## src/rtl/rx_link_stats_collector_assert.svh

```systemverilog
// Assertion macros shared by the receive statistics collector RTL.
// Expects clock and reset in the including scope; included by the files that assert.
`ifndef RX_LINK_STATS_COLLECTOR_ASSERT_SVH
`define RX_LINK_STATS_COLLECTOR_ASSERT_SVH

// Same-cycle implication, disabled while reset is high
`define RLSC_ASSERT_NOW(label, ante, cons, msg) \
   label: assert property (@(posedge clock) disable iff (reset) (ante) |-> (cons)) \
      else $error(msg);

// Next-cycle implication, disabled while reset is high
`define RLSC_ASSERT_NEXT(label, ante, cons, msg) \
   label: assert property (@(posedge clock) disable iff (reset) (ante) |=> (cons)) \
      else $error(msg);

`endif

```

## src/rtl/rlsc_pkg.sv

```systemverilog
// Types and constants of the receive statistics collector.
// Depends on nothing; imported by rlsc_ambient, rx_link_stats_collector and the testbench.
package rlsc_pkg;

   // Request action codes
   typedef enum logic [2:0] {
      ACT_FRAME    = 3'd0,
      ACT_ADD_PEER = 3'd1,
      ACT_CLR_PEER = 3'd2,
      ACT_RD_PEER  = 3'd3,
      ACT_CLR_AMB  = 3'd4,
      ACT_RD_AMB   = 3'd5
   } rlsc_action_type;

   // Response status codes
   localparam logic [2:0] STS_OK        = 3'd0;
   localparam logic [2:0] STS_UNMATCHED = 3'd1;
   localparam logic [2:0] STS_DUPLICATE = 3'd2;
   localparam logic [2:0] STS_FULL      = 3'd3;
   localparam logic [2:0] STS_BAD_INDEX = 3'd4;

   // Ambient noise floor extremes after reset or clear
   localparam logic signed [7:0] NF_MIN_INIT = 8'sh7F;
   localparam logic signed [7:0] NF_MAX_INIT = 8'sh80;

   // One peer statistics entry as stored in memory
   typedef struct packed {
      logic [31:0]        count;
      logic signed [31:0] sig_sum;
      logic signed [31:0] nf_sum;
      logic signed [7:0]  sig_low;
      logic signed [7:0]  sig_high;
      logic [31:0]        rate_bits;
      logic [15:0]        first_seq;
      logic [15:0]        last_seq;
      logic               seq_seen;
   } rlsc_stat_type;

   // Ambient statistics
   typedef struct packed {
      logic [31:0]        count;
      logic signed [31:0] nf_sum;
      logic signed [31:0] sig_sum;
      logic signed [7:0]  nf_min;
      logic signed [7:0]  nf_max;
   } rlsc_amb_type;

   // Commands to the ambient unit
   typedef struct packed {
      logic update;
      logic clear;
   } rlsc_amb_cmd_type;

   // One response
   typedef struct packed {
      logic [2:0]         status;
      logic [2:0]         peer_index;
      logic [31:0]        count;
      logic signed [31:0] sig_sum;
      logic signed [31:0] nf_sum;
      logic signed [7:0]  low_value;
      logic signed [7:0]  high_value;
      logic [31:0]        rate_mask;
      logic [15:0]        first_seq;
      logic [15:0]        last_seq;
   } rlsc_rsp_type;

endpackage

```

## src/rtl/rlsc_ram.sv

```systemverilog
// Generic single-write, single-read synchronous RAM with registered read data.
// Depends on nothing.
module rlsc_ram #(
   parameter int WIDTH = 8,
   parameter int DEPTH = 8,
   parameter int AW    = (DEPTH > 1) ? $clog2(DEPTH) : 1
) (
   input  logic             clock,
   input  logic             we,
   input  logic [AW-1:0]    waddr,
   input  logic [WIDTH-1:0] wdata,
   input  logic [AW-1:0]    raddr,
   output logic [WIDTH-1:0] rdata
);

   logic [WIDTH-1:0] mem [DEPTH];
   logic [WIDTH-1:0] rdata_ff;

   // Write port and registered read port
   always_ff @(posedge clock) begin
      if (we) begin
         mem[waddr] <= wdata;
      end
      rdata_ff <= mem[raddr];
   end

   assign rdata = rdata_ff;

endmodule

```

## src/rtl/rlsc_ambient.sv

```systemverilog
// Ambient statistics registers: frame count, sums and noise floor extremes.
// Depends on rlsc_pkg.
module rlsc_ambient
   import rlsc_pkg::*;
(
   input  logic              clock,
   input  logic              reset,
   input  rlsc_amb_cmd_type  cmd,
   input  logic signed [7:0] rssi,
   input  logic signed [7:0] frame_nf,
   output rlsc_amb_type      amb
);

   rlsc_amb_type amb_ff;
   rlsc_amb_type amb_in;

   // Accumulate one frame, or return to the cleared values
   always_comb begin
      amb_in = amb_ff;
      if (cmd.clear) begin
         amb_in.count   = '0;
         amb_in.nf_sum  = '0;
         amb_in.sig_sum = '0;
         amb_in.nf_min  = NF_MIN_INIT;
         amb_in.nf_max  = NF_MAX_INIT;
      end else if (cmd.update) begin
         amb_in.count   = amb_ff.count + 32'd1;
         amb_in.nf_sum  = amb_ff.nf_sum + {{24{frame_nf[7]}}, frame_nf};
         amb_in.sig_sum = amb_ff.sig_sum + {{24{rssi[7]}}, rssi};
         if (frame_nf < amb_ff.nf_min) begin
            amb_in.nf_min = frame_nf;
         end
         if (frame_nf > amb_ff.nf_max) begin
            amb_in.nf_max = frame_nf;
         end
      end
   end

   always_ff @(posedge clock) begin
      if (reset) begin
         amb_ff.count   <= '0;
         amb_ff.nf_sum  <= '0;
         amb_ff.sig_sum <= '0;
         amb_ff.nf_min  <= NF_MIN_INIT;
         amb_ff.nf_max  <= NF_MAX_INIT;
      end else begin
         amb_ff <= amb_in;
      end
   end

   assign amb = amb_ff;

endmodule

```

## src/rtl/rx_link_stats_collector.sv

```systemverilog
// Receive statistics collector: a table of registered peer addresses with
// per-peer statistics held in two synchronous RAMs, plus ambient statistics.
// Depends on rlsc_pkg, rlsc_ram, rlsc_ambient and the assertion macro header.
//
// A request is taken when start is high and busy is low; its single response
// appears for exactly one cycle with rsp_strobe, in the cycle after the request
// finishes, and cannot be held off. Clear, ambient and rejected-read requests
// and frames without a test header keep busy low, so a new request can be
// taken every cycle. A peer read is busy while the statistics RAM is read.
// Frames with a header and peer adds walk the address RAM slot by slot, reading
// then comparing each slot: a match ends the walk in its compare state, a miss
// ends it once every registered slot is compared. The matched entry is read with
// its address and written back in the compare cycle. Peer statistics are cleared
// by a flip-flop valid bit per slot, so no clearing pass follows reset.
`include "rx_link_stats_collector_assert.svh"

module rx_link_stats_collector
   import rlsc_pkg::*;
#(
   parameter int PEER_SLOTS = 8
) (
   input  logic               clock,
   input  logic               reset,
   input  logic               start,
   output logic               busy,
   input  logic [2:0]         req_action,
   input  logic [47:0]        req_mac,
   input  logic signed [7:0]  req_rssi,
   input  logic signed [7:0]  req_nf_level,
   input  logic [4:0]         req_rate,
   input  logic [15:0]        req_seq,
   input  logic               req_has_header,
   input  logic [2:0]         req_peer_select,
   output logic               rsp_strobe,
   output logic [2:0]         rsp_status,
   output logic [2:0]         rsp_peer_index,
   output logic [31:0]        rsp_count,
   output logic signed [31:0] rsp_sig_sum,
   output logic signed [31:0] rsp_nf_sum,
   output logic signed [7:0]  rsp_low_value,
   output logic signed [7:0]  rsp_high_value,
   output logic [31:0]        rsp_rate_mask,
   output logic [15:0]        rsp_first_seq,
   output logic [15:0]        rsp_last_seq
);

   localparam int IDX_W = (PEER_SLOTS > 1) ? $clog2(PEER_SLOTS) : 1;
   localparam int CNT_W = $clog2(PEER_SLOTS + 1);
   localparam int CMP_W = (CNT_W > 3) ? CNT_W : 3;

   typedef enum logic [1:0] {
      ST_IDLE,
      ST_SCAN,
      ST_CMP,
      ST_READ
   } state_type;

   state_type            state_ff, state_in;
   logic [CNT_W-1:0]     scan_ff, scan_in;
   logic [CNT_W-1:0]     total_ff, total_in;
   logic [PEER_SLOTS-1:0] valid_ff, valid_in;
   rlsc_rsp_type         rsp_ff, rsp_in;
   logic                 strobe_ff, strobe_in;

   // Latched request
   logic [2:0]           action_ff;
   logic [47:0]          mac_ff;
   logic signed [7:0]    rssi_ff;
   logic signed [7:0]    nf_ff;
   logic [4:0]           rate_ff;
   logic [15:0]          seq_ff;
   logic [2:0]           sel_ff;

   logic                 accept;
   logic [IDX_W-1:0]     scan_idx;
   logic                 sel_in_range;

   logic                 addr_we;
   logic [47:0]          addr_rd;
   logic                 stat_we;
   logic [IDX_W-1:0]     stat_raddr;
   rlsc_stat_type        stat_rd;
   rlsc_stat_type        stat_old;
   rlsc_stat_type        stat_new;
   rlsc_stat_type        stat_read;

   rlsc_amb_cmd_type     amb_cmd;
   rlsc_amb_type         amb;

   assign busy         = (state_ff != ST_IDLE);
   assign accept       = start && !busy;
   assign scan_idx     = IDX_W'(scan_ff);
   assign sel_in_range = CMP_W'(req_peer_select) < CMP_W'(total_ff);
   assign stat_raddr   = (state_ff == ST_IDLE) ? IDX_W'(req_peer_select) : scan_idx;

   // Address table, written at the next free slot
   rlsc_ram #(
      .WIDTH (48),
      .DEPTH (PEER_SLOTS)
   ) u_addr_ram (
      .clock (clock),
      .we    (addr_we),
      .waddr (IDX_W'(total_ff)),
      .wdata (mac_ff),
      .raddr (scan_idx),
      .rdata (addr_rd)
   );

   // Peer statistics, read with the address and written back on a match
   rlsc_ram #(
      .WIDTH ($bits(rlsc_stat_type)),
      .DEPTH (PEER_SLOTS)
   ) u_stat_ram (
      .clock (clock),
      .we    (stat_we),
      .waddr (scan_idx),
      .wdata (stat_new),
      .raddr (stat_raddr),
      .rdata (stat_rd)
   );

   rlsc_ambient u_ambient (
      .clock    (clock),
      .reset    (reset),
      .cmd      (amb_cmd),
      .rssi     (req_rssi),
      .frame_nf (req_nf_level),
      .amb      (amb)
   );

   // Mask entries cleared since their last write
   assign stat_old  = valid_ff[scan_idx] ? stat_rd : '0;
   assign stat_read = valid_ff[IDX_W'(sel_ff)] ? stat_rd : '0;

   // Fold one frame into the matched peer entry
   always_comb begin
      stat_new = stat_old;
      if (stat_old.count == 32'd0 || rssi_ff < stat_old.sig_low) begin
         stat_new.sig_low = rssi_ff;
      end
      if (stat_old.count == 32'd0 || rssi_ff > stat_old.sig_high) begin
         stat_new.sig_high = rssi_ff;
      end
      stat_new.sig_sum   = stat_old.sig_sum + {{24{rssi_ff[7]}}, rssi_ff};
      stat_new.nf_sum    = stat_old.nf_sum + {{24{nf_ff[7]}}, nf_ff};
      stat_new.rate_bits = stat_old.rate_bits | (32'd1 << rate_ff);
      if (!stat_old.seq_seen) begin
         stat_new.first_seq = seq_ff;
         stat_new.seq_seen  = 1'b1;
      end
      stat_new.last_seq = seq_ff;
      stat_new.count    = stat_old.count + 32'd1;
   end

   // Sequencer: dispatch requests, walk the table, build the response
   always_comb begin
      state_in  = state_ff;
      scan_in   = scan_ff;
      total_in  = total_ff;
      valid_in  = valid_ff;
      rsp_in    = rsp_ff;
      strobe_in = 1'b0;
      addr_we   = 1'b0;
      stat_we   = 1'b0;
      amb_cmd   = '0;
      case (state_ff)
         ST_IDLE: begin
            if (accept) begin
               case (req_action)
                  ACT_FRAME: begin
                     amb_cmd.update = 1'b1;
                     if (req_has_header) begin
                        scan_in  = '0;
                        state_in = ST_SCAN;
                     end else begin
                        rsp_in        = '0;
                        rsp_in.status = STS_UNMATCHED;
                        strobe_in     = 1'b1;
                     end
                  end
                  ACT_ADD_PEER: begin
                     scan_in  = '0;
                     state_in = ST_SCAN;
                  end
                  ACT_CLR_PEER: begin
                     valid_in  = '0;
                     rsp_in    = '0;
                     strobe_in = 1'b1;
                  end
                  ACT_RD_PEER: begin
                     if (sel_in_range) begin
                        state_in = ST_READ;
                     end else begin
                        rsp_in            = '0;
                        rsp_in.status     = STS_BAD_INDEX;
                        rsp_in.peer_index = req_peer_select;
                        strobe_in         = 1'b1;
                     end
                  end
                  ACT_CLR_AMB: begin
                     amb_cmd.clear = 1'b1;
                     rsp_in        = '0;
                     strobe_in     = 1'b1;
                  end
                  ACT_RD_AMB: begin
                     rsp_in            = '0;
                     rsp_in.count      = amb.count;
                     rsp_in.sig_sum    = amb.sig_sum;
                     rsp_in.nf_sum     = amb.nf_sum;
                     rsp_in.low_value  = amb.nf_min;
                     rsp_in.high_value = amb.nf_max;
                     strobe_in         = 1'b1;
                  end
                  default: begin
                     rsp_in    = '0;
                     strobe_in = 1'b1;
                  end
               endcase
            end
         end
         ST_SCAN: begin
            if (scan_ff == total_ff) begin
               // No registered peer holds this address
               rsp_in    = '0;
               strobe_in = 1'b1;
               state_in  = ST_IDLE;
               if (action_ff == ACT_FRAME) begin
                  rsp_in.status = STS_UNMATCHED;
               end else if (total_ff == CNT_W'(PEER_SLOTS)) begin
                  rsp_in.status = STS_FULL;
               end else begin
                  addr_we                   = 1'b1;
                  valid_in[IDX_W'(total_ff)] = 1'b0;
                  total_in                  = CNT_W'(total_ff + 1'b1);
                  rsp_in.peer_index         = 3'(total_ff);
               end
            end else begin
               state_in = ST_CMP;
            end
         end
         ST_CMP: begin
            if (addr_rd == mac_ff) begin
               rsp_in            = '0;
               rsp_in.peer_index = 3'(scan_ff);
               strobe_in         = 1'b1;
               state_in          = ST_IDLE;
               if (action_ff == ACT_FRAME) begin
                  stat_we            = 1'b1;
                  valid_in[scan_idx] = 1'b1;
               end else begin
                  rsp_in.status = STS_DUPLICATE;
               end
            end else begin
               scan_in  = CNT_W'(scan_ff + 1'b1);
               state_in = ST_SCAN;
            end
         end
         ST_READ: begin
            rsp_in            = '0;
            rsp_in.peer_index = sel_ff;
            rsp_in.count      = stat_read.count;
            rsp_in.sig_sum    = stat_read.sig_sum;
            rsp_in.nf_sum     = stat_read.nf_sum;
            rsp_in.low_value  = stat_read.sig_low;
            rsp_in.high_value = stat_read.sig_high;
            rsp_in.rate_mask  = stat_read.rate_bits;
            rsp_in.first_seq  = stat_read.first_seq;
            rsp_in.last_seq   = stat_read.last_seq;
            strobe_in         = 1'b1;
            state_in          = ST_IDLE;
         end
         default: begin
            state_in = ST_IDLE;
         end
      endcase
   end

   // Hold state, table occupancy and the response register
   always_ff @(posedge clock) begin
      if (reset) begin
         state_ff  <= ST_IDLE;
         scan_ff   <= '0;
         total_ff  <= '0;
         valid_ff  <= '0;
         strobe_ff <= 1'b0;
      end else begin
         state_ff  <= state_in;
         scan_ff   <= scan_in;
         total_ff  <= total_in;
         valid_ff  <= valid_in;
         strobe_ff <= strobe_in;
      end
      rsp_ff <= rsp_in;
   end

   // Capture the request on accept
   always_ff @(posedge clock) begin
      if (accept) begin
         action_ff <= req_action;
         mac_ff    <= req_mac;
         rssi_ff   <= req_rssi;
         nf_ff     <= req_nf_level;
         rate_ff   <= req_rate;
         seq_ff    <= req_seq;
         sel_ff    <= req_peer_select;
      end
   end

   assign rsp_strobe     = strobe_ff;
   assign rsp_status     = rsp_ff.status;
   assign rsp_peer_index = rsp_ff.peer_index;
   assign rsp_count      = rsp_ff.count;
   assign rsp_sig_sum    = rsp_ff.sig_sum;
   assign rsp_nf_sum     = rsp_ff.nf_sum;
   assign rsp_low_value  = rsp_ff.low_value;
   assign rsp_high_value = rsp_ff.high_value;
   assign rsp_rate_mask  = rsp_ff.rate_mask;
   assign rsp_first_seq  = rsp_ff.first_seq;
   assign rsp_last_seq   = rsp_ff.last_seq;

   // A response follows only an accepted request or a busy cycle
   `RLSC_ASSERT_NOW(a_rsp_has_cause, strobe_ff, $past(busy) || $past(accept), "stray response")
   // A statistics write ends the request with its response
   `RLSC_ASSERT_NEXT(a_write_ends, stat_we, state_ff == ST_IDLE && strobe_ff, "write left busy")
   // A new address is written only into a free slot
   `RLSC_ASSERT_NOW(a_add_has_room, addr_we, total_ff < CNT_W'(PEER_SLOTS), "table overflow")
   // Compare only against registered slots
   `RLSC_ASSERT_NOW(a_cmp_in_table, state_ff == ST_CMP, scan_ff < total_ff, "compare past table")

endmodule

```

## config.mk

```make
export PLATFORM = sky130hd
export DESIGN_NAME = rx_link_stats_collector
export DESIGN_NICKNAME = d
export VERILOG_FILES = /design/src/rtl/rlsc_pkg.sv /design/src/rtl/rlsc_ram.sv /design/src/rtl/rlsc_ambient.sv /design/src/rtl/rx_link_stats_collector.sv
export VERILOG_INCLUDE_DIRS = /design/src /design/src/rtl
export SDC_FILE = /design/constraint.sdc
export NUM_CORES = 2
export LEC_CHECK = 0
export CORE_ASPECT_RATIO = 1.4
export CORE_MARGIN = 4
export CORE_UTILIZATION = 50
export DETAILED_ROUTE_END_ITERATION = 8
export DONT_BUFFER_PORTS = 1
export MAX_ROUTING_LAYER = met4
export PLACE_DENSITY = 0.68
export SYNTH_ARGS = -nofsm -noshare
export SYNTH_HDL_FRONTEND = slang
export SYNTH_HIERARCHICAL = 1
export SYNTH_SLANG_ARGS = --single-unit
```

## constraint.sdc

```tcl
create_clock -name clock -period 58.7 [get_ports clock]
set_input_delay 11.74 -clock clock [delete_from_list [all_inputs] [get_ports clock]]
set_output_delay 11.74 -clock clock [all_outputs]
set_load 0.005 [all_outputs]
```

==> flow_summary.yaml <==
status:
  status: "complete, no violations"
power_and_ir_drop:
  vdd_drop_max_v: 0.0000338
  leakage_nw: 36.5
  powerDensity_mw_per_mm2: 39.8
final_layout:
  area_growth_syn_to_layout_pct: 10.9
  fillers: 14700
  nets: 5716
  drive_above_1_share: 0.214
clock_tree:
  post_cts_resized: 0
  clockBufferDepth: 4
  insertion_delay_ns: 0.89
  cts_setup_buffers: 0
  hold_buffers: 0
  cts.reportedPaths.clkPinSlew_ns: 0.06
  root_buffer: "clkbuf_16"
  cts_made_buffers: 226
  tritoncts: "built"
  cts.htree.levels: 4
  cts_num_sinks: 2429
synthesis:
  ys_ff_latch: 2429
  ys_warn_count: 6
  avgSynthCellArea_um2: 18.1
  yosysTopAreaCellShare: 0.640
  syn_area_mm2: 0.0973
  synth_edf_count: 2073
  ys_top_cells_by_area: "edfxtp_1 64%, mux4_2 10%, dfxtp_1 7.3%"
  yosysTopAreaCell: "edfxtp_1"
  synthArstFlopShare: 0
  synth_cell_types: 96
  syn_inst: 5361
  yosysSeqAreaShare: 0.713
  synth_top_flop_cell: "edfxtp_1"
floorplanning:
  fp.dieH_um: 530
  dieArea_mm2: 0.202
  start_util: 0.502
  die_x_um: 381
  ios: 279
  rows: 191
  core_area_mm2: 0.194
sta:
  post-route-period-util: 0.248
  rsz0062_at_grt: "false"
  setup_viol: 0
  whs_ns: 0.486
  hold_viol: 0
  slew_headroom: 0.240
  tns_ns: 0
  clock-skew-final_ns: 0.0718
  fmax_mhz: 68.6
  period_minus_slack_ns: 14.58
  worstMarginPinSlew_ns: 1.14
  drv_slew: 0
worst_setup_path:
  crit_path_top_delay_cell: "buf_4"
  start_kind: "input port"
  crit_type: "input port to flip-flop"
  arrival_ns: 15.32
  crit_path_max_fanout: 50
  critPathMostFrequentCell: "buf_4"
  cp_data_required_time_ns: 59.44
  slowest_delay_ns: 0.89
  crit_chain: "nand2_1, o21ai_4, buf_4, buf_4, buf_4, mux4_2, mux2_2"
  end_kind: "flip-flop"
detailed_routing:
  drt-initial-drc-count: 4007
  postRouteAntennaNets: 0
  num_vias: 49100
  finalWirelength_um: 214000
  dr.pass1.iters: 7
  wl_per_cell_um: 26.2
  drc: 0
  via_per_inst: 6.02
grt:
  grt_pass1_vias: 50000
  grt.total_usage: 0.216
  grt_pass1_wl_um: 320000
  overflow: 0
  antenna_found_initial: 9
  grt_max_degree: 130
place:
  io_buffers: 0
  dp_hpwl_um: 122000
  gp_congestion: 0.842
flow_run:
  drv_cap: 0
worst_hold_path:
  min_path_type: "flip-flop to flip-flop"
registers in the layout, indices dropped and copies added, names as in the netlist, 16 cells and up:
signal	cells
mac_ff	48
rsp_count	32
rsp_first_seq	16
rsp_last_seq	16
rsp_nf_sum	32
rsp_rate_mask	32
rsp_sig_sum	32
seq_ff	16
u_addr_ram/mem	384
u_addr_ram/rdata	48
u_ambient/amb	112
u_stat_ram/mem	1416
u_stat_ram/rdata	177
path summary, 6_finish.rpt:
| path | from | to | slack (ns) | cells after the start |
|---|---|---|---|---|
| worst max-delay path | req_peer_select[0] | u_stat_ram/rdata[57] | 44.12 | 7 |
| worst min-delay path | u_ambient/amb[15] | u_ambient/amb[15] | 0.49 | 2 |
| worst max register to register | scan_ff[1] | u_stat_ram/mem[4][112] | 51.49 | 16 |
| worst min register to register | u_ambient/amb[15] | u_ambient/amb[15] | 0.49 | 2 |
critical path, delay by kind of cell:
family,cells,cell delay (ns)
buf+inv,3,2.33
mux,2,0.89
compound gates,1,0.08
simple gates,1,0.08
cell families (layout without fill, tap and decap cells):
group / count (synthesis) / after routing / share of synthesized area
flip-flops: 2429 / 2429 / 0.713
AND/OR/NAND/NOR: 848 / 848 / 0.0443
multiplexers: 760 / 760 / 0.141
AO/OA/AOI/OAI: 646 / 646 / 0.0467
buffers and inverters: 306 / 577 / 0.0143
XOR/XNOR: 201 / 201 / 0.0181
adder cells (fa/ha/maj): 170 / 170 / 0.0222
other: 1 / 16 / 0.0000386
synth_stat cells (16+ instances only):
master	number
dfxtp_1	356
nand4_1	27
a21o_1	52
ha_1	166
o211ai_1	17
nor4_1	21
nor2_1	235
xnor2_1	74
mux2_4	40
o22ai_1	16
xor2_1	127
a211oi_1	19
a21oi_1	146
nand3_1	67
nand2_1	169
and3_1	31
inv_1	80
mux2i_1	64
o21a_1	17
a31oi_1	19
clkbuf_1	137
a22o_1	133
mux2_2	203
nor2b_1	24
edfxtp_1	2073
o21ai_0	97
mux4_2	449
buf_2	54
and2_1	137
nand2b_1	32
o21bai_1	18
nor3_1	36
cells in the final DEF, fill, tap and decap left out, types with 25 or more instances in the layout:
cell and instances:
nand4_1 27, dfxtp_1 353, clkinvlp_4 25, and2_1 137
mux4_2 449, edfxtp_1 2073, a21o_1 52, nor3_1 32
clkinv_2 44, ha_1 166, nand2_1 169, xnor2_1 74
mux2_4 40, mux2_2 203, nand2b_1 32, clkbuf_16 227
buf_4 71, clkbuf_1 33, a22o_1 133, mux2i_1 64
o21ai_0 94, nand3_1 67, xor2_1 127, a21oi_1 146
nor2_1 222, and3_1 30, inv_1 79
per-layer routing:
metal | vias up | GRT usage | part of all wire
met2 | 1616 | 0.350 | 0.49
met4 | 0 | 0.0558 | 0.024
met3 | 352 | 0.0408 | 0.071
met5 | - | - | 0
met1 | 25600 | 0.286 | 0.41
li1 | 21600 | - | -
where the power goes:
part           internal (mW)  switching (mW)
combinational          0.235           0.297
clock                  0.849           0.640
sequential              2.11           0.160
total                   3.20            1.10
cell type report:
cell class	instances	area [um2]	area share
antenna	8	20.0	0.000186
clock buffer	282	6110	0.0566
clock inverter	134	1500	0.0139
inverter	83	314	0.00291
multi-input combinational	2633	26700	0.248
sequential	2429	69400	0.643
tap	2509	3140	0.0291
timing repair buffer	78	673	0.00624
metrics by stage:
step / cells / total power [mW] / setup slack (ns) / instance area, um2 / utilization
floorplan: 5368 / 2.65 / 32.08 / 97300 / -
global placement: 7732 / 2.84 / 43.15 / 100000 / 0.518
detailed placement: 7732 / 2.84 / 43.06 / 100000 / 0.518
CTS: 8148 / 4.34 / 44.01 / 108000 / 0.557
global route: 8154 / 4.47 / 43.74 / 108000 / 0.557
finish: 8156 / 4.29 / 44.12 / 108000 / 0.557
No activity file was read; power rests on OpenSTA's default activity.
